`config.mk`:
```
export PLATFORM = sky130hd
export DESIGN_NAME = dceg_front
export DESIGN_NICKNAME = d
export VERILOG_FILES = /design/src/hdl/dceg_pkg.sv /design/src/hdl/dceg_front.sv
export SDC_FILE = /design/constraint.sdc
export NUM_CORES = 1
export LEC_CHECK = 0
export ABC_CLOCK_PERIOD_IN_PS = 1200
export BUFFER_PORTS_ARGS = -buffer_cell sky130_fd_sc_hd__buf_2
export CAP_MARGIN = 20
export CORE_AREA = 2 2 39 41
export DETAILED_ROUTE_END_ITERATION = 8
export DIE_AREA = 0 0 41 43
export PLACE_DENSITY = 0.49
export SETUP_SLACK_MARGIN = 0.2
export SYNTH_ARGS = -nofsm -noshare
export SYNTH_HDL_FRONTEND = slang
export SYNTH_SLANG_ARGS = --single-unit
```
`constraint.sdc`:
```
create_clock -name clk -period 1.2 [get_ports clk]
set_input_delay 0.06 -clock clk [delete_from_list [all_inputs] [get_ports clk]]
set_output_delay 0.06 -clock clk [all_outputs]
set_load 0.05 [all_outputs]
```
`src/hdl/dceg_pkg.sv`:
```
// Shared types and constants of the damped complex exponential generator.
`default_nettype none

package dceg_pkg;

    // Configuration port geometry.
    localparam int unsigned REG_ADDR_W = 5;
    localparam int unsigned CFG_DATA_W = 32;

    // Register index, taken from the word address of the configuration port.
    typedef enum logic [2:0] {
        REG_STEP_REAL       = 3'd0,
        REG_STEP_IMAG       = 3'd1,
        REG_DERIVATIVE_MODE = 3'd2,
        REG_TIME_STEP       = 3'd3,
        REG_POINT_COUNT     = 3'd4
    } reg_idx_t;

    // Register values after reset.
    localparam logic [31:0] STEP_REAL_RST   = 32'h4000_0000;
    localparam logic [31:0] STEP_IMAG_RST   = 32'h0000_0000;
    localparam logic        DERIV_MODE_RST  = 1'b0;
    localparam logic [31:0] TIME_STEP_RST   = 32'h0001_0000;
    localparam logic [16:0] POINT_COUNT_RST = 17'd1024;

    // Request queue between the front and the back.
    localparam int unsigned QUEUE_DEPTH = 2;
    localparam int unsigned PTR_W       = $clog2(QUEUE_DEPTH);
    localparam int unsigned FILL_W      = $clog2(QUEUE_DEPTH + 1);

    // Register contents seen by the datapath.
    typedef struct packed {
        logic [31:0] step_real;
        logic [31:0] step_imag;
        logic        derivative_mode;
        logic [31:0] time_step;
        logic [16:0] point_count;
    } cfg_t;

    // Head of the request queue as the back sees it.
    typedef struct packed {
        logic valid;
        logic restart;
    } queue_head_t;

endpackage

`default_nettype wire

```
`src/hdl/dceg_front.sv`:
```
// Front end: accepts requests and holds them in a short queue for the back end.
`default_nettype none

module dceg_front (
    input  wire logic                  clk,
    input  wire logic                  rst_n,
    input  wire logic                  req_valid,
    output logic                       req_stall,
    input  wire logic                  restart,
    output dceg_pkg::queue_head_t      head,
    input  wire logic                  pop
);
    import dceg_pkg::*;

    logic              slot_reg [QUEUE_DEPTH];
    logic [PTR_W-1:0]  wr_ptr_reg;
    logic [PTR_W-1:0]  rd_ptr_reg;
    logic [FILL_W-1:0] fill_reg;
    logic              push;

    assign req_stall    = (fill_reg == FILL_W'(QUEUE_DEPTH));
    assign push         = req_valid && !req_stall;
    assign head.valid   = (fill_reg != '0);
    assign head.restart = slot_reg[rd_ptr_reg];

    // Queue storage; an entry is written on every accepted request.
    always_ff @(posedge clk)
    begin
        if (push)
        begin
            slot_reg[wr_ptr_reg] <= restart;
        end
    end

    // Pointers and fill level.
    always_ff @(posedge clk or negedge rst_n)
    begin
        if (!rst_n)
        begin
            wr_ptr_reg <= '0;
            rd_ptr_reg <= '0;
            fill_reg   <= '0;
        end
        else
        begin
            if (push)
            begin
                wr_ptr_reg <= (wr_ptr_reg == PTR_W'(QUEUE_DEPTH - 1)) ? '0 : wr_ptr_reg + 1'b1;
            end
            if (pop)
            begin
                rd_ptr_reg <= (rd_ptr_reg == PTR_W'(QUEUE_DEPTH - 1)) ? '0 : rd_ptr_reg + 1'b1;
            end
            if (push && !pop)
            begin
                fill_reg <= fill_reg + 1'b1;
            end
            else if (pop && !push)
            begin
                fill_reg <= fill_reg - 1'b1;
            end
        end
    end

`ifndef SYNTHESIS
    // A request taken while nothing leaves raises the fill level by one.
    a_fill_grows: assert property (@(posedge clk) disable iff (!rst_n)
        push && !pop |=> fill_reg == $past(fill_reg) + 1'b1)
        else $error("queue fill level did not follow a lone push");
`endif

endmodule

`default_nettype wire

```
Yosys cells after proc, flatten, opt, wreduce, memory -nomap -nowiden
Memory sizes are Yosys's and may differ from the RTL's.
Index checks and enable logic that the tools add are counted.
W data, S select, Z words.
{"block": "classes", "reduce_logical": 8, "n_eq_ne": 1, "n_mux": 6, "addsub": 4}
{"op": "$mux W1", "n": 4}
{"op": "$mux W2", "n": 2}
{"op": "$reduce_bool A2 Y1", "n": 2}
{"op": "$logic_and A1 B1 Y1", "n": 3}
{"op": "$logic_not A1 Y1", "n": 3}
{"op": "$add A1 B1 Y1 const B", "n": 2}
{"op": "$add A2 B1 Y2 const B", "n": 1}
{"op": "$eq A2 B2 Y1 const B", "n": 1}
{"op": "$sub A2 B1 Y2 const B", "n": 1}
{"block": "word_totals", "wordCells": 23, "ram_bits": 2, "memories": 1, "ff_bits": 4}
{"memory": "slot_reg", "depth": 2, "width": 1, "rd": 1, "rd_clocked_by_memory_dff": 0, "write_ports": 1, "line_no": "dceg_front.sv:15", "text": "logic slot_reg [QUEUE_DEPTH];"}

Depth between registers and ports, before layout
Gate-level depths: netlist of run 1.
{"block": "logic_depth", "word_depth": 7, "depth_mapped": 7, "mapped_depth_nobuf": 7}

Least setup slack after synthesis of run 1
No wires, ideal clock.
{"block": "synth_path", "path_type": "register -> register", "from": "register fill_reg[0]", "to": "register fill_reg[1]", "slack_ns": -0.091, "setup_time_ns": 0.079, "path_stages_with_launch": 7, "synth_period_minus_slack_ns": 1.291, "t_arrival_ns": 1.212, "cell_sequence": "dfrtp_1 -> nand2b_4 -> nand2_2 -> inv_1 -> ha_1 -> nor2_1 -> xor2_1"}
{"block": "synth_via", "elab_chain_cells": 6, "word_cells_on_any_way": 11}
{"element": "start, declared", "line_no": "dceg_front.sv:18", "text": "logic [FILL_W-1:0] fill_reg;"}
{"element": "start signal, assigned", "line_no": "dceg_front.sv:56", "text": "fill_reg <= fill_reg + 1'b1;"}
{"element": "start signal, assigned", "line_no": "dceg_front.sv:60", "text": "fill_reg <= fill_reg - 1'b1;"}
{"element": "$eq A2 B2 Y1", "line_no": "dceg_front.sv:21", "text": "assign req_stall = (fill_reg == FILL_W'(QUEUE_DEPTH));"}
{"element": "$logic_not A1 Y1", "line_no": "dceg_front.sv:22", "text": "assign push = req_valid && !req_stall;"}
{"element": "$logic_and A1 B1 Y1", "line_no": "dceg_front.sv:22"}
{"element": "$logic_not A1 Y1", "line_no": "dceg_front.sv:58", "text": "else if (pop && !push)"}
{"element": "$logic_and A1 B1 Y1", "line_no": "dceg_front.sv:58"}
{"element": "$reduce_bool A2 Y1 (no source line)"}
Several ways; a longest one is shown, not always the timed one. The select of a mux whose other input is x is not followed.
A chain may end at the register's enable or synchronous reset.

Worst setup path in the final report of run 1
Ends and elaborated chain as after synthesis.

==> results.py, run 1 <==
metrics = {
    "cts": {
        "cts.htree.levels": 1,
        "clockBufferDepth": 2,
        "clkLatencyLatePin_ns": 0.24,
        "cts_sinks": 6,
        "path_clk_slew_ns": 0.05,
        "cts_tree": "built",
        "cts-root-buf": "clkbuf_4",
        "numCtsBuffers": 3,
    },
    "die": {
        "die_height_um": 43,
        "num_io_pins": 8,
        "die_w_um": 41,
        "start_util_pct": 20.2,
        "rows": 14,
        "core_area_um2": 1380,
        "dieArea_um2": 1760,
    },
    "yosys": {
        "synth_warnings": 0,
        "ys.flop_type": "dfrtp_1",
        "synthCells": 22,
        "synth.top_cells.by_area": "dfrtp_1, edfxtp_1, xor2_1",
        "synth_area_leader_cell": "dfrtp_1",
        "synth_edf_count": 2,
        "synth_area_um2": 279,
        "syn_nets": 28,
        "synthTopCellsByCount": "dfrtp_1, inv_1, xor2_1",
        "async_flop_share_pct": 66.7,
        "synth.most_common_cell": "dfrtp_1",
        "synth.ff_latch_count": 6,
        "synth_cell_types": 12,
        "yosysTopAreaCellShare_pct": 35.9,
        "seq_area_frac_synth_pct": 57.4,
        "syn_avg_cell_area_um2": 12.7,
    },
    "grt": {
        "grt_pass1_wl_um": 869,
        "antenna_found_initial": 0,
        "grt_overflow": 0,
        "grt_use_total_pct": 8.38,
        "grt_max_degree": 5,
        "grt_pass1_vias": 235,
    },
    "layout": {
        "drive_gt1_share_pct": 64.1,
        "syn2layout_area_growth_pct": 77.1,
        "antennaDiodeCount": 0,
        "layout.nets": 47,
    },
    "timing": {
        "setup_viol": 2,
        "relSlewSlack_pct": 88.3,
        "timing.final.crit_period_ns": 1.25,
        "drv_slew": 0,
        "period_share_pct": 104,
        "worst_slack_ns": -0.0456,
        "finalClockSkew_ns": 0.00120,
        "hold_slack_ns": 0.0119,
        "rsz0062_at_grt": "yes",
        "fmax_mhz": 803,
        "tightest_slew_ns": 0.175,
        "hold_violations": 0,
    },
    "placed_design": {
        "io_buffer_count": 7,
        "place_ws_ns": -0.0479,
        "place_hpwl_um": 394,
        "gp_congestion": 0.631,
    },
    "worst_setup_path": {
        "path_buf_inv": 1,
        "end_kind": "flop",
        "cp-start-kind": "flop",
        "crit_type": "reg2reg",
        "slowest_delay_ns": 0.37,
        "crit_family": "flip-flops",
        "cp_slowest_cell": "dfrtp_1",
        "crit_chain": "nand2b_4, nand2_4, inv_4, ha_4, xor2_2, nor2_1, xor2_1",
        "crit_required_ns": 1.37,
        "critical_path_peak_fanout": 2,
        "crit_arrival_ns": 1.41,
    },
    "power": {
        "p_leak_uw": 0.000229,
        "vdd_drop_max_uv": 1630,
        "p_per_area_nw_per_um2": 2860,
    },
    "detailed_routing": {
        "dr.pass1.iters": 1,
        "drt-initial-drc-count": 0,
        "drt-wirelength-per-cell_um": 9.29,
        "drc": 0,
        "final_antenna_net_count": 0,
        "via_per_inst": 3.73,
        "wirelength_um": 511,
        "vias": 205,
    },
    "status": {
        "violations": "setup timing",
        "status": "finished with violations",
    },
    "min_path": {
        "min_path_type": "in2reg",
    },
    "flow_run": {
        "maxCapViolCount": 0,
    },
}
repair_timing:
action / CTS / global route
resized for setup: 14 / 4
hold buffers: 1 / 1
buffers inserted: 1 / 0
hold endpoints to repair: 4 / 2
pin swaps: 2 / 0
setup endpoints to repair: 7 / 7
per-layer routing:
| metal | wire [um] | GRT usage, % |
|---|---|---|
| met3 | 56 | 9.42 |
| met5 | 0 | 0 |
| met4 | 0 | 2.00 |
| met1 | 193 | 8.20 |
| met2 | 262 | 11.6 |
final cells by class:
cell class / instances / area [um2]
multi-input cells: 13 / 151
clock buffers: 3 / 22.5
well taps: 16 / 20.0
flip-flops and latches: 6 / 160
fillers: 143 / 890
repair buffers: 14 / 126
inverters: 3 / 13.8
report_power, final:
part	total [uW]	internal (uW)	switching, uW
clock	186	113	72.7
sequential	378	305	72.4
combinational	852	454	398
total	1420	872	544
final timing paths:
check | startpoint | endpoint | slack (ns) | cells past startpoint
setup / recovery | fill_reg[0] | fill_reg[1] | -0.05 | 7
hold / removal | pop | rd_ptr_reg | 0.01 | 2
setup reg to reg | fill_reg[0] | fill_reg[1] | -0.05 | 7
hold reg to reg | wr_ptr_reg | wr_ptr_reg | 0.55 | 1
max in group asynchronous | rst_n | wr_ptr_reg | 0.92 | 2
min in group asynchronous | rst_n | fill_reg[0] | 0.16 | 2
metrics by stage:
stage	setup TNS [ns]	cells	total power, uW	util [%]	area, um2
after floorplan	-0.0566	22	800	-	297
after global placement	-0.0223	49	970	27.6	382
after detailed placement	-0.0479	49	986	27.6	382
after CTS	-0.0831	54	1380	33.5	464
after global routing	-0.179	55	1510	35.7	494
final	-0.0676	55	1420	35.7	494
cells by family (layout without fill, tap and decap cells):
group	after synthesis	count (layout)	share of synthesized area (%)
adder cells (fa/ha/maj)	1	1	4.48
AND/OR/NAND/NOR	6	6	14.4
XOR/XNOR	5	5	15.7
flip-flops	6	6	57.4
multiplexers	1	1	4.04
buffers and inverters	3	20	4.04
layout by cell type (no fill, tap or decap):
cell	synthesis	final
xnor2_1	2	2
inv_1	3	1
clkbuf_4	0	3
or2_4	0	1
edfxtp_1	2	2
dfrtp_1	4	4
ha_4	0	1
nand2_4	0	1
buf_8	0	3
inv_4	0	1
and3_4	0	1
xor2_1	3	2
dlygate4sd3_1	0	2
mux2_4	0	1
nor2_4	0	1
buf_4	0	4
nor2_1	2	1
inv_2	0	1
nand2b_4	1	1
buf_2	0	4
xor2_2	0	1
buf_6	0	1
(Power assumes the default switching activity.)
==> run 2, diff against run 1 <==
- CELL_PAD_IN_SITES_DETAIL_PLACEMENT: default -> 1
- CELL_PAD_IN_SITES_GLOBAL_PLACEMENT: default -> 1
- PLACE_DENSITY: 0.49 -> 0.57
- RECOVER_POWER: default -> 100
==> run 2 against run 1 <==
  * The run still ends with setup timing left
  * Global-route usage rose by 1.0 points
  * Wire length grew 25%
  * Power increased by 4.9%
  * Clock skew is 0.0012 ns higher
  * Sequential cell count unchanged
  * Cell count is 5.5% higher
  * Count of clock-buffer cells in the layout increased by 1
  * Via count up 5.9%
  * Maximum frequency shrank 4.0%
  * Utilization up 0.18 points
  * Clock power rose by 10%
==> results.py, run 2 (same netlist as run 1, synthesis figures left out) <==
metrics = {
    "placed_design": {
        "gp_congestion": 0.633,
        "place_ws_ns": -0.0776,
        "io_buffer_count": 7,
        "dp_cells": 49,
        "placed_cell_area_um2": 382,
    },
    "die": {
        "num_io_pins": 8,
        "rows": 14,
        "start_util_pct": 20.2,
        "die_w_um": 41,
        "die_height_um": 43,
        "core_area_um2": 1380,
        "dieArea_um2": 1760,
    },
    "timing": {
        "drv_slew": 0,
        "fmax_mhz": 770,
        "hold_violations": 0,
        "tightest_slew_ns": 0.238,
        "rsz0062_at_grt": "yes",
        "timing.final.crit_period_ns": 1.30,
        "worst_slack_ns": -0.0980,
        "setup_viol": 4,
        "finalClockSkew_ns": 0.00237,
        "relSlewSlack_pct": 84.1,
        "hold_slack_ns": 0.0115,
        "period_share_pct": 108,
    },
    "power": {
        "p_leak_uw": 0.000231,
        "p_per_area_nw_per_um2": 2990,
        "vdd_drop_max_uv": 1640,
    },
    "detailed_routing": {
        "vias": 217,
        "drt-initial-drc-count": 2,
        "dr.pass1.iters": 2,
        "wirelength_um": 638,
        "drc": 0,
        "drt-wirelength-per-cell_um": 11.0,
        "final_antenna_net_count": 0,
        "via_per_inst": 3.74,
    },
    "cts": {
        "cts_sinks": 6,
        "cts_tree": "built",
        "numCtsBuffers": 3,
        "path_clk_slew_ns": 0.05,
        "cts-root-buf": "clkbuf_4",
        "cts.htree.levels": 1,
        "clkLatencyLatePin_ns": 0.24,
        "clockBufferDepth": 2,
    },
    "status": {
        "violations": "setup timing",
        "status": "finished with violations",
    },
    "layout": {
        "antennaDiodeCount": 0,
        "nFillCells": 164,
        "final_cell_count_no_fill": 58,
        "layout_common_cells": "buf_4, clkbuf_4, dfrtp_1, buf_6, clkbuf_1",
        "syn2layout_area_growth_pct": 78.0,
        "final_common_cell": "buf_4",
        "fin_area_um2": 497,
        "layout.nets": 49,
        "drive_gt1_share_pct": 61.9,
    },
    "worst_setup_path": {
        "path_buf_inv": 2,
        "end_kind": "output pin",
        "critical_path_peak_fanout": 3,
        "crit_type": "reg2out",
        "cp-start-kind": "flop",
        "crit_family": "flip-flops",
        "slowest_delay_ns": 0.40,
        "crit_chain": "buf_4, or2_2, buf_6",
        "crit_arrival_ns": 1.24,
        "reg2reg_depth": 7,
        "cp.depth": 3,
        "crit_required_ns": 1.14,
        "cp_slowest_cell": "dfrtp_1",
    },
    "flow_run": {
        "maxCapViolCount": 0,
    },
    "grt": {
        "grt_overflow": 0,
        "grt_pass1_vias": 249,
        "grt_use_total_pct": 9.38,
        "grt_max_degree": 5,
        "grt_pass1_wl_um": 1040,
        "antenna_found_initial": 0,
    },
    "min_path": {
        "whs_path_depth": 2,
        "min_path_type": "in2reg",
    },
}
==> run 2: cell count changes in the layout (fill, tap and decap cells not counted) <==
cell / before / now
buf_2: 4 / 2
buf_4: 4 / 5
buf_6: 1 / 4
buf_8: 3 / 1
clkbuf_1: 0 / 3
clkbuf_4: 3 / 4
dlygate4sd3_1: 2 / 1
nor2_2: 0 / 1
nor2_4: 1 / 0
or2_2: 0 / 1
or2_4: 1 / 0
==> run 2: path summary, 6_finish.rpt <==
| kind | startpoint | to | slack, ns |
|---|---|---|---|
| min in group asynchronous | rst_n | fill_reg[0] | 0.19 |
| worst max-delay path | fill_reg[0] | head[1] | -0.1 |
| worst min-delay path | pop | rd_ptr_reg | 0.01 |
| worst max register to register | fill_reg[0] | fill_reg[1] | -0.09 |
| max in group asynchronous | rst_n | fill_reg[1] | 0.82 |
| worst min register to register | wr_ptr_reg | wr_ptr_reg | 0.52 |
==> run 2: what timing repair did <==
action | CTS | global route
gates resized for setup | 15 | 2
hold endpoints to repair | 4 | 0
gates cloned | 0 | 0
buffers inserted | 3 | 1
pin swaps | 1 | 1
setup endpoints to repair | 7 | 8
hold buffers | 1 | 0
==> run 2: layout make-up <==
type	instances	area, um2	area share, %
Multi-Input combinational cell	13	144	29.0
Tap cell	16	20.0	4.03
Sequential cell	6	160	32.2
Clock buffer	4	26.3	5.29
Timing Repair Buffer	16	133	26.7
Inverter	3	13.8	2.77
==> run 2: routing by layer <==
layer / up-vias / routed length, um / track usage (%)
li1: 107 / - / -
met1: 105 / 239 / 8.82
met4: 0 / 0 / 6.00
met3: 0 / 32 / 3.14
met2: 5 / 366 / 15.9
met5: - / 0 / 0
==> run 2: report_power, final <==
part | internal (uW) | switching, uW | total (uW)
clock network | 126 | 78.3 | 205
logic | 483 | 430 | 913
registers | 305 | 62.5 | 368
total | 915 | 571 | 1490
==> run 2: through the flow <==
step | setup TNS, ns | total power (uW) | utilization (%)
finish | -0.299 | 1490 | 35.9
detailed placement | -0.0776 | 1010 | 27.6
global route | -0.451 | 1570 | 35.9
CTS | -0.301 | 1490 | 35.3
global placement | -0.0131 | 970 | 27.6
floorplan | -0.0566 | 800 | -
