File: src/hdl/dceg_pkg.sv
// Shared types and constants of the damped complex exponential generator.
`default_nettype none

package dceg_pkg;

    // Configuration port geometry.
    localparam int unsigned REG_ADDR_W = 5;
    localparam int unsigned CFG_DATA_W = 32;

    // Register index, taken from the word address of the configuration port.
    typedef enum logic [2:0] {
        REG_STEP_REAL       = 3'd0,
        REG_STEP_IMAG       = 3'd1,
        REG_DERIVATIVE_MODE = 3'd2,
        REG_TIME_STEP       = 3'd3,
        REG_POINT_COUNT     = 3'd4
    } reg_idx_t;

    // Register values after reset.
    localparam logic [31:0] STEP_REAL_RST   = 32'h4000_0000;
    localparam logic [31:0] STEP_IMAG_RST   = 32'h0000_0000;
    localparam logic        DERIV_MODE_RST  = 1'b0;
    localparam logic [31:0] TIME_STEP_RST   = 32'h0001_0000;
    localparam logic [16:0] POINT_COUNT_RST = 17'd1024;

    // Request queue between the front and the back.
    localparam int unsigned QUEUE_DEPTH = 2;
    localparam int unsigned PTR_W       = $clog2(QUEUE_DEPTH);
    localparam int unsigned FILL_W      = $clog2(QUEUE_DEPTH + 1);

    // Register contents seen by the datapath.
    typedef struct packed {
        logic [31:0] step_real;
        logic [31:0] step_imag;
        logic        derivative_mode;
        logic [31:0] time_step;
        logic [16:0] point_count;
    } cfg_t;

    // Head of the request queue as the back sees it.
    typedef struct packed {
        logic valid;
        logic restart;
    } queue_head_t;

endpackage

`default_nettype wire

File: src/hdl/dceg_cfg.sv
// Configuration register file with an APB-style access port.
`default_nettype none

module dceg_cfg (
    input  wire logic                               clk,
    input  wire logic                               rst_n,
    input  wire logic                               psel,
    input  wire logic                               penable,
    input  wire logic                               pwrite,
    input  wire logic [dceg_pkg::REG_ADDR_W-1:0]    paddr,
    input  wire logic [dceg_pkg::CFG_DATA_W-1:0]    pwdata,
    output logic      [dceg_pkg::CFG_DATA_W-1:0]    prdata,
    output logic                                    pready,
    output dceg_pkg::cfg_t                          cfg
);
    import dceg_pkg::*;

    logic [31:0] step_real_reg;
    logic [31:0] step_imag_reg;
    logic        deriv_mode_reg;
    logic [31:0] time_step_reg;
    logic [16:0] point_count_reg;
    logic        wr_en;
    reg_idx_t    reg_idx;

    // The port never inserts wait states.
    assign pready  = 1'b1;
    assign wr_en   = psel && penable && pwrite;
    assign reg_idx = reg_idx_t'(paddr[4:2]);

    // Register writes; addresses past the last register are ignored.
    always_ff @(posedge clk or negedge rst_n)
    begin
        if (!rst_n)
        begin
            step_real_reg   <= STEP_REAL_RST;
            step_imag_reg   <= STEP_IMAG_RST;
            deriv_mode_reg  <= DERIV_MODE_RST;
            time_step_reg   <= TIME_STEP_RST;
            point_count_reg <= POINT_COUNT_RST;
        end
        else if (wr_en)
        begin
            case (reg_idx)
                REG_STEP_REAL:       step_real_reg   <= pwdata;
                REG_STEP_IMAG:       step_imag_reg   <= pwdata;
                REG_DERIVATIVE_MODE: deriv_mode_reg  <= pwdata[0];
                REG_TIME_STEP:       time_step_reg   <= pwdata;
                REG_POINT_COUNT:     point_count_reg <= pwdata[16:0];
                default:             ;
            endcase
        end
    end

    // Read-back multiplexer.
    always_comb
    begin
        case (reg_idx)
            REG_STEP_REAL:       prdata = step_real_reg;
            REG_STEP_IMAG:       prdata = step_imag_reg;
            REG_DERIVATIVE_MODE: prdata = 32'(deriv_mode_reg);
            REG_TIME_STEP:       prdata = time_step_reg;
            REG_POINT_COUNT:     prdata = 32'(point_count_reg);
            default:             prdata = '0;
        endcase
    end

    assign cfg.step_real       = step_real_reg;
    assign cfg.step_imag       = step_imag_reg;
    assign cfg.derivative_mode = deriv_mode_reg;
    assign cfg.time_step       = time_step_reg;
    assign cfg.point_count     = point_count_reg;

endmodule

`default_nettype wire

File: config.mk
export PLATFORM = sky130hd
export DESIGN_NAME = dceg_cfg
export DESIGN_NICKNAME = d
export VERILOG_FILES = /design/src/hdl/dceg_pkg.sv /design/src/hdl/dceg_cfg.sv
export SDC_FILE = /design/constraint.sdc
export NUM_CORES = 1
export LEC_CHECK = 0
export BUFFER_PORTS_ARGS = -buffer_cell sky130_fd_sc_hd__buf_4
export CAP_MARGIN = 20
export CORE_ASPECT_RATIO = 0.7
export CORE_MARGIN = 2
export CORE_UTILIZATION = 38
export DETAILED_ROUTE_END_ITERATION = 6
export PLACE_DENSITY = 0.73
export SLEW_MARGIN = 0
export SYNTH_ARGS = -nofsm -noshare
export SYNTH_HDL_FRONTEND = slang
export SYNTH_SLANG_ARGS = --single-unit
export TNS_END_PERCENT = 1
File: constraint.sdc
create_clock -name clk -period 1.3 [get_ports clk]
set_input_delay 0.195 -clock clk [delete_from_list [all_inputs] [get_ports clk]]
set_output_delay 0.195 -clock clk [all_outputs]
set_load 0.05 [all_outputs]
Yosys cells after proc, flatten, opt, wreduce, memory -nomap -nowiden
Index checks and enable logic that the tools add are counted.
{ "classes": {"eq_ne": 4, "n_mux": 1, "n_reduce_logical": 8} }
{ "ops": {"columns": ["op", "count"], "rows": [
  ["$pmux W32 S5", 1],
  ["$reduce_and A2 Y1", 5],
  ["$eq A3 B2 Y1 const B", 2],
  ["$eq A3 B1 Y1 const B", 1],
  ["$eq A3 B3 Y1 const B", 1],
  ["$logic_not A3 Y1", 1],
  ["$logic_and A1 B1 Y1", 2]
]} }
{ "word_totals": {"register_bits": 114, "input_bits": 42, "output_inout_bits": 147, "elab_cells": 18} }

Depth between registers and ports, before layout
Gate-level depths: netlist (run 1).
{ "depth": {"word_depth": 3, "mapped_depth": 6, "depth_no_buf": 3} }

Worst setup path after synthesis (run 1)
No wires, ideal clock.
{ "synth_timing": {"kind": "reg-to-output", "from": "register time_step_reg[16]", "to": "output prdata[16] (netlist bit)", "arrival_time_ns": 2.047, "t_required_ns": 1.105, "path_slack_ns": -0.942, "stages_incl_launch_ff": 4, "n_path_buf": 0, "path_cell_list": "dfstp_2 -> mux2_2 -> a22oi_1 -> o21ai_0"} }
{ "synth_via": {"elab_chain_cells": 1} }
{ "synth_lines": {"columns": ["element", "line", "source"], "rows": [
  ["from (decl)", "dceg_cfg.sv:21", "logic [31:0] time_step_reg;"],
  ["from (signal assigned)", "dceg_cfg.sv:48", "REG_TIME_STEP: time_step_reg <= pwdata;"],
  ["$pmux W32 S5", "dceg_cfg.sv:58", "case (reg_idx)"],
  ["to (decl)", "dceg_cfg.sv:12", "output logic [dceg_pkg::CFG_DATA_W-1:0] prdata,"]
]} }
No other way between the ends.

Final worst setup path (run 1)
{ "layout_timing": {"from": "register time_step_reg[0]", "to": "output prdata[0] (netlist bit)"} }
Same word-level chain as after synthesis.

==> metrics.log, run 1 <==
[metrics] drt total wl: between 15000 and 20000 um
[metrics] Pwr Density: ~1900 nW/um2
[metrics] status: finished, violations left
[metrics] leading register cell type out of synthesis: sky130_fd_sc_hd__dfrtp_1
[metrics] category of the critical setup timing path: reg -> out
[metrics] floorplan die area: approximately 15000 um2
[metrics] sequential cell area fraction in the yosys report: a little over half
[metrics] Routed met3 length: between 800 and 900 um
[metrics] largest driver fanout on the critical path: 2
[metrics] Max Cap Violations: 0
[metrics] worst hold slack: approximately 17 ps
[metrics] number of I/O pins: between 150 and 200
[metrics] total number of yosys warnings: 0
[metrics] global-route wire length before repair: between 20000 and 25000 um
[metrics] Clock Skews: 0 ps
[metrics] highest achievable clock rate: between 500 and 600 MHz
[metrics] endpoints failing hold: 0
[metrics] crit path cell chain: mux4_2 -> a22o_2 -> buf_6
[metrics] Post-Synthesis Mean Instance Area: 13.81 um2
[metrics] violated checks: setup timing
[metrics] IO Port Bufs: roughly 190
[metrics] cell family contributing the most delay on the critical path: multiplexers
[metrics] post-layout net count: 670
[metrics] path type of the worst min-delay path: in -> reg
[metrics] antenna violations before repair: 0
[metrics] Routed WL per cell: about 19 um
[metrics] number of cells produced by synthesis: 382
[metrics] vias in the first global route: roughly 4.4k
[metrics] critical path startpoint category: flip-flop
[metrics] highest routed layer: met4
[metrics] number of distinct standard cells referenced by the synthesized netlist: 29
[metrics] setup repair after global routing missed its margin: true
[metrics] share of post-route cells with drive strength above 1: between 50 and 60%
[metrics] post-synthesis instance area: between 5000 and 6000 um2
[metrics] Routed met2 length: between 7000 and 8000 um
[metrics] area of the placeable core: roughly 13000 um2
[metrics] initial core utilization: about two fifths
[metrics] count of standard-cell rows: 35
[metrics] placer congestion estimate: approximately 0.84
[metrics] Post-CTS Setup Bufs: 0
[metrics] headroom to the max-slew limit: 64.50%
[metrics] setup slack after layout: -556.1 ps
[metrics] number of enable flip-flop cells after synthesis: 0
[metrics] critical path capture point type: output pin
[metrics] maximum number of pins on one net before global-route repair: 36
[metrics] total count of max-transition violations in the final report: 0
[metrics] TritonCTS clock tree: done
[metrics] TritonCTS Buffers: 17
[metrics] Met1 Wirelength: just over 7000 um
[metrics] post-detailed-route via-to-cell ratio: 5.035
[metrics] global router's overall resource usage: 22.34%
[metrics] crit share post-route: 142.8%
[metrics] first-iteration detailed-routing DRC count: about 150
[metrics] # DRC: 0
[metrics] Max VDD drop: 1.322 mV
[metrics] sum of net half-perimeters after detailed placement: roughly 11000 um
[metrics] # setup viols final: 36
[metrics] Power Total: around 17 mW
[metrics] time the final worst path needs with I/O delays and setup: roughly 1900 ps
[metrics] clock-pin slew reported for the worst setup and hold paths after clock tree synthesis: 60 ps
[metrics] count of antenna-violating nets left after detailed routing: 0
[metrics] static leakage: 4.116 nW
[metrics] arrival time at the worst endpoint: between 1500 and 2000 ps
[metrics] Area Growth Syn to Fin: 61.93%
[metrics] first-pass iteration count of the detailed router: 5
[metrics] gr ovfl total: 0
[metrics] buffer cell driving the clock tree root: sky130_fd_sc_hd__clkbuf_16
[metrics] later-pin clock latency in the skew report: ~400 ps
[metrics] number of nets in the synthesized netlist: ~420
[metrics] die height: between 100 and 150 um
[metrics] worst slew pin tran: 532.5 ps
[metrics] Die W: ~140 um
[metrics] slowest CP cell: sky130_fd_sc_hd__mux4_2
[metrics] routed via count: approximately 4.2k
[metrics] flops & latches, synth: ~110
[metrics] Clock H-tree levels: 4
[metrics] fraction of registers with async set/reset: 100.0%
[metrics] slowest stage delay, CP: about 470 ps
[metrics] clk sink count: ~110
[metrics] required time at the endpoint of the critical path: approximately 1100 ps
[metrics] diodes inserted: 0
[metrics] clock tree buffer depth: 2
[metrics] Placement Setup Slack: -294.9 ps
[metrics] number of buffer and inverter stages on the critical path: 1
worst paths after layout:
path	slack, ps	to	startpoint	cells past startpoint
min in group asynchronous	270	time_step_reg[24]$_DFFE_PN0P_	rst_n	2
setup / recovery	-560	prdata[0]	time_step_reg[0]$_DFFE_PN0P_	3
hold / removal	20	step_real_reg[21]$_DFFE_PN0P_	pwdata[21]	2
hold reg to reg	510	step_imag_reg[24]$_DFFE_PN0P_	step_imag_reg[24]$_DFFE_PN0P_	1
max in group asynchronous	460	time_step_reg[0]$_DFFE_PN0P_	rst_n	3
setup reg to reg	340	step_imag_reg[17]$_DFFE_PN0P_	step_imag_reg[17]$_DFFE_PN0P_	2
where the power goes:
group          total [mW]  switching [mW]  internal, mW  leakage (nW)
registers            4.82           0.538          4.28          1.43
logic                6.46            4.11          2.35          2.37
clock network        5.32            1.62          3.70         0.314
total                16.6            6.27          10.3          4.12
repair_timing:
item                                    CTS  global route
pin swaps                                 1             0
hold buffers                              1             0
endpoints found under the setup margin   67            58
hold endpoints to repair                 20             0
resized for setup                        82             4
layout by cell type, fill, tap and decap left out, types with 4 or more instances in the layout:
master and count:
sky130_fd_sc_hd__buf_12 12, sky130_fd_sc_hd__clkbuf_1 4, sky130_fd_sc_hd__dfrtp_1 95, sky130_fd_sc_hd__clkbuf_16 17
sky130_fd_sc_hd__nor2_1 17, sky130_fd_sc_hd__mux2_2 25, sky130_fd_sc_hd__mux2_1 90, sky130_fd_sc_hd__nand2_1 15
sky130_fd_sc_hd__buf_4 174, sky130_fd_sc_hd__a221o_2 10, sky130_fd_sc_hd__nor2_4 4, sky130_fd_sc_hd__mux2i_1 30
sky130_fd_sc_hd__buf_6 63, sky130_fd_sc_hd__or2_4 15, sky130_fd_sc_hd__a221o_1 5, sky130_fd_sc_hd__dfrtp_2 16
sky130_fd_sc_hd__bufinv_16 6, sky130_fd_sc_hd__buf_8 4, sky130_fd_sc_hd__a21oi_4 15
cell families (layout without fill, tap and decap cells):
group	count (synthesis)	after routing	share of synthesized area (%)
compound gates	33	33	4.673
other cells	1	1	0.07109
simple gates	60	60	6.238
mux	146	146	30.67
buf+inv	28	287	4.198
flops	114	114	54.15
worst reg2reg max path, stage by stage (launching register included):
cell and delay (ps):
sky130_fd_sc_hd__dfrtp_2 400, sky130_fd_sc_hd__buf_4 150, sky130_fd_sc_hd__mux2_1 290
Yosys cell counts, types with 2 or more instances:
master / count / area share (%)
sky130_fd_sc_hd__clkbuf_1: 2 / 0.14
sky130_fd_sc_hd__mux2_1: 90 / 19
sky130_fd_sc_hd__dfstp_2: 3 / 1.5
sky130_fd_sc_hd__buf_4: 4 / 0.57
sky130_fd_sc_hd__nand2b_1: 2 / 0.24
sky130_fd_sc_hd__nor2_1: 17 / 1.2
sky130_fd_sc_hd__nor2_4: 4 / 0.85
sky130_fd_sc_hd__dfrtp_1: 111 / 53
sky130_fd_sc_hd__nand2_1: 15 / 1.1
sky130_fd_sc_hd__mux2i_1: 30 / 5.7
sky130_fd_sc_hd__or2_2: 15 / 1.8
sky130_fd_sc_hd__mux2_2: 25 / 5.3
sky130_fd_sc_hd__a21oi_1: 15 / 1.4
sky130_fd_sc_hd__buf_6: 12 / 2.6
sky130_fd_sc_hd__buf_2: 9 / 0.85
sky130_fd_sc_hd__a221o_1: 15 / 2.8
cell type report:
cell class,instances,area [um2]
clock inverters,9,202.7
flip-flops and latches,114,2877
inverters,1,3.754
multi-input cells,240,2434
repair buffers,254,2326
well taps,185,231.5
clock buffers,23,467.9
fillers,1021,4815
metal layers:
metal  vias to the layer above  track usage, %
met5                         -               0
met4                         0           6.647
met3                        17           5.945
met2                       151           36.39
met1                      2121           29.66
li1                       1870               -
through the flow:
step | TNS (ps) | util (%) | cell area, um2 | instances
6_report | -10700 | 63.95 | 8542 | 826
5_1_grt | -12960 | 63.95 | 8542 | 826
4_1_cts | -11560 | 63.87 | 8531 | 826
3_5_place_dp | -34400 | 56.56 | 7555 | 793
3_3_place_gp | -30680 | 56.56 | 7555 | 793
2_1_floorplan | -11510 | - | 5495 | 382
No activity file was read; power rests on OpenSTA's default activity.
==> run 2, diff against run 1 <==
--- a/config.mk
+++ b/config.mk
@@ -12,6 +12,7 @@
 export CORE_UTILIZATION = 38
 export DETAILED_ROUTE_END_ITERATION = 6
 export PLACE_DENSITY = 0.73
+export SKIP_CTS_REPAIR_TIMING = 1
 export SLEW_MARGIN = 0
 export SYNTH_ARGS = -nofsm -noshare
 export SYNTH_HDL_FRONTEND = slang
==> run 2 against run 1 <==
- the run still ends with setup timing left
- clock-buffer cell count unchanged
- clock skew unchanged
- global-route usage down 0.56 points
- combinational power about the same
- non-clock buffer count unchanged
- critical endpoint unchanged
- largest cell class unchanged
- largest power group unchanged
==> metrics.log, run 2 (same netlist as run 1, synthesis figures left out) <==
[metrics] status: finished, violations left (unchanged)
[metrics] violated checks: setup timing (unchanged)
[metrics] sum of net half-perimeters after detailed placement: 11280 um (unchanged)
[metrics] count of standard-cell rows: 35 (unchanged)
[metrics] critical path startpoint category: flip-flop (unchanged)
[metrics] clk sink count: 114 (unchanged)
[metrics] global-route wire length before repair: 24200 um (was 24850 um)
[metrics] critical path capture point type: output pin (unchanged)
[metrics] TritonCTS Buffers: 17 (unchanged)
[metrics] most frequent standard cell in the layout excluding fill and tap cells: sky130_fd_sc_hd__buf_4 (unchanged)
[metrics] total count of max-transition violations in the final report: 0 (unchanged)
[metrics] initial core utilization: 39.49% (unchanged)
[metrics] global router's overall resource usage: 21.78% (was 22.34%)
[metrics] worst min-delay path endpoint: step_imag_reg[21]$_DFFE_PN0P_ (was step_real_reg[21]$_DFFE_PN0P_)
[metrics] startpoint of the lowest-slack register-to-register path: step_imag_reg[17]$_DFFE_PN0P_ (unchanged)
[metrics] sum of negative setup slack: -10830 ps (was -10700 ps)
[metrics] buffer cell driving the clock tree root: sky130_fd_sc_hd__clkbuf_16 (unchanged)
[metrics] crit share post-route: 142.6% (was 142.8%)
[metrics] Max Cap Violations: 0 (unchanged)
[metrics] Placement Setup Slack: -294.9 ps (unchanged)
[metrics] Crit Reg-Reg Endpoint: step_imag_reg[17]$_DFFE_PN0P_ (unchanged)
[metrics] clock tree buffer depth: 2 (unchanged)
[metrics] commonest cells after routing, fill and taps aside: 174 x sky130_fd_sc_hd__buf_4, 95 x sky130_fd_sc_hd__dfrtp_1, 90 x sky130_fd_sc_hd__mux2_1 (unchanged)
[metrics] die height: 102.6 um (unchanged)
[metrics] final instance area: 8531 um2 (was 8542 um2)
[metrics] IO Port Bufs: 185 (unchanged)
[metrics] maximum number of pins on one net before global-route repair: 36 (unchanged)
[metrics] logic depth of the worst register-to-register path: 2 (unchanged)
[metrics] fill cell instance count of the final layout: 1019 (was 1021)
[metrics] footprint of the multi-input gates: 2426 um2 (was 2434 um2)
[metrics] Register Area: 2877 um2 (unchanged)
[metrics] first-pass iteration count of the detailed router: 5 (unchanged)
[metrics] arrival time at the worst endpoint: 1660 ps (about the same)
[metrics] startpoint of the worst hold path: pwdata[21] (unchanged)
[metrics] area of the placeable core: 13360 um2 (unchanged)
[metrics] total cell area at the placement stage: 7555 um2 (unchanged)
[metrics] later-pin clock latency in the skew report: 400 ps (about the same)
[metrics] headroom to the max-slew limit: 64.74% (was 64.50%)
[metrics] number of I/O pins: 189 (unchanged)
[metrics] placer congestion estimate: 0.8408 (unchanged)
[metrics] Pwr Density: 1944 nW/um2 (was 1943 nW/um2)
[metrics] # setup viols final: 35 (was 36)
[metrics] Area Growth Syn to Fin: 61.72% (was 61.93%)
[metrics] setup repair after global routing missed its margin: true (unchanged)
[metrics] highest achievable clock rate: 539.6 MHz (was 538.8 MHz)
[metrics] first-iteration detailed-routing DRC count: 125 (was 154)
[metrics] floorplan die area: 14850 um2 (unchanged)
[metrics] Max VDD drop: 1.322 mV (about the same)
[metrics] vias in the first global route: 4225 (was 4380)
[metrics] post-layout net count: 670 (unchanged)
[metrics] R2R Setup Slk: 340 ps (about the same)
[metrics] share of post-route cells with drive strength above 1: 58.81% (unchanged)
[metrics] diodes inserted: 0 (unchanged)
[metrics] time the final worst path needs with I/O delays and setup: 1853 ps (was 1856 ps)
[metrics] Clock H-tree levels: 4 (unchanged)
[metrics] Post-Place Cells: 793 (unchanged)
[metrics] post-detailed-route via-to-cell ratio: 5.035 (unchanged)
[metrics] worst slew pin tran: 528.8 ps (was 532.5 ps)
[metrics] antenna violations before repair: 0 (unchanged)
[metrics] endpoints failing hold: 0 (unchanged)
[metrics] static leakage: 4.111 nW (was 4.116 nW)
[metrics] Routed WL per cell: 19.22 um (was 19.29 um)
[metrics] drt total wl: 15880 um (was 15930 um)
[metrics] category of the critical setup timing path: reg -> out (unchanged)
[metrics] count of antenna-violating nets left after detailed routing: 0 (unchanged)
[metrics] TritonCTS clock tree: done (unchanged)
[metrics] setup slack after layout: -553.2 ps (was -556.1 ps)
[metrics] required time at the endpoint of the critical path: 1110 ps (about the same)
[metrics] gr ovfl total: 0 (unchanged)
[metrics] share of the core filled with cells in the final layout: 63.87% (was 63.95%)
[metrics] Die W: 144.8 um (unchanged)
[metrics] path type of the worst min-delay path: in -> reg (unchanged)
[metrics] routed via count: 4159 (unchanged)
[metrics] instance count along the most critical hold path: 2 (unchanged)
[metrics] fin cells: 826 (unchanged)
[metrics] largest driver fanout on the critical path: 2 (unchanged)
[metrics] clock-pin slew reported for the worst setup and hold paths after clock tree synthesis: 60 ps (about the same)
[metrics] # DRC: 0 (unchanged)
[metrics] Clock Skews: 0 ps (unchanged)
[run 2: cell counts in the layout (fill, tap and decap cells not counted)]
Identical to the previous run, type by type.
[run 2: final cells by class]
type | count | area share [%]
sequential | 114 | 33.72
clock inverter | 9 | 2.376
multi-input combinational | 240 | 28.44
timing repair buffer | 254 | 27.22
clock buffer | 23 | 5.485
inverter | 1 | 0.04400
tap | 185 | 2.713
[run 2: worst max-delay path by stage]
stage | start | end | slack (ps) | depth (start not counted)
final | time_step_reg[0]$_DFFE_PN0P_ | prdata[0] | -550 | 3
after floorplan | step_real_reg[30]$_DFFE_PN1P_ | prdata[30] | -270 | 3
after global placement | paddr[2] | prdata[21] | -260 | 7
after CTS | time_step_reg[0]$_DFFE_PN0P_ | prdata[0] | -600 | 3
after detailed placement | paddr[2] | step_real_reg[6]$_DFFE_PN0P_ | -290 | 5
after global routing | time_step_reg[0]$_DFFE_PN0P_ | prdata[0] | -600 | 3
[run 2: through the flow]
stage | power, mW | hold WS, ps
2_1_floorplan | 8.680 | -100.6
3_3_place_gp | 10.85 | 143.4
3_5_place_dp | 10.98 | 151.6
4_1_cts | 16.36 | -286.3
5_1_grt | 17.21 | 2.532
6_report | 16.58 | 18.52
[run 2: critical path, cell delays in order (launching register included)]
cell and delay, ps:
sky130_fd_sc_hd__dfrtp_2 400, sky130_fd_sc_hd__mux4_2 470, sky130_fd_sc_hd__a22o_2 230, sky130_fd_sc_hd__buf_6 150
[run 2: per-layer routing]
metal  vias to the layer above  share of wire (%)  global-route usage (%)
met4                         0                1.3                   6.497
met1                      2127                 45                   29.32
met5                         -                  0                       0
met2                       150                 48                   34.98
li1                       1867                  -                       -
met3                        15                5.7                   5.806
[run 2: report_power, final]
part           internal (mW)  switching [mW]  leakage, nW
combinational           2.34            4.11         2.37
clock                   3.70            1.62        0.314
sequential              4.28           0.536         1.43
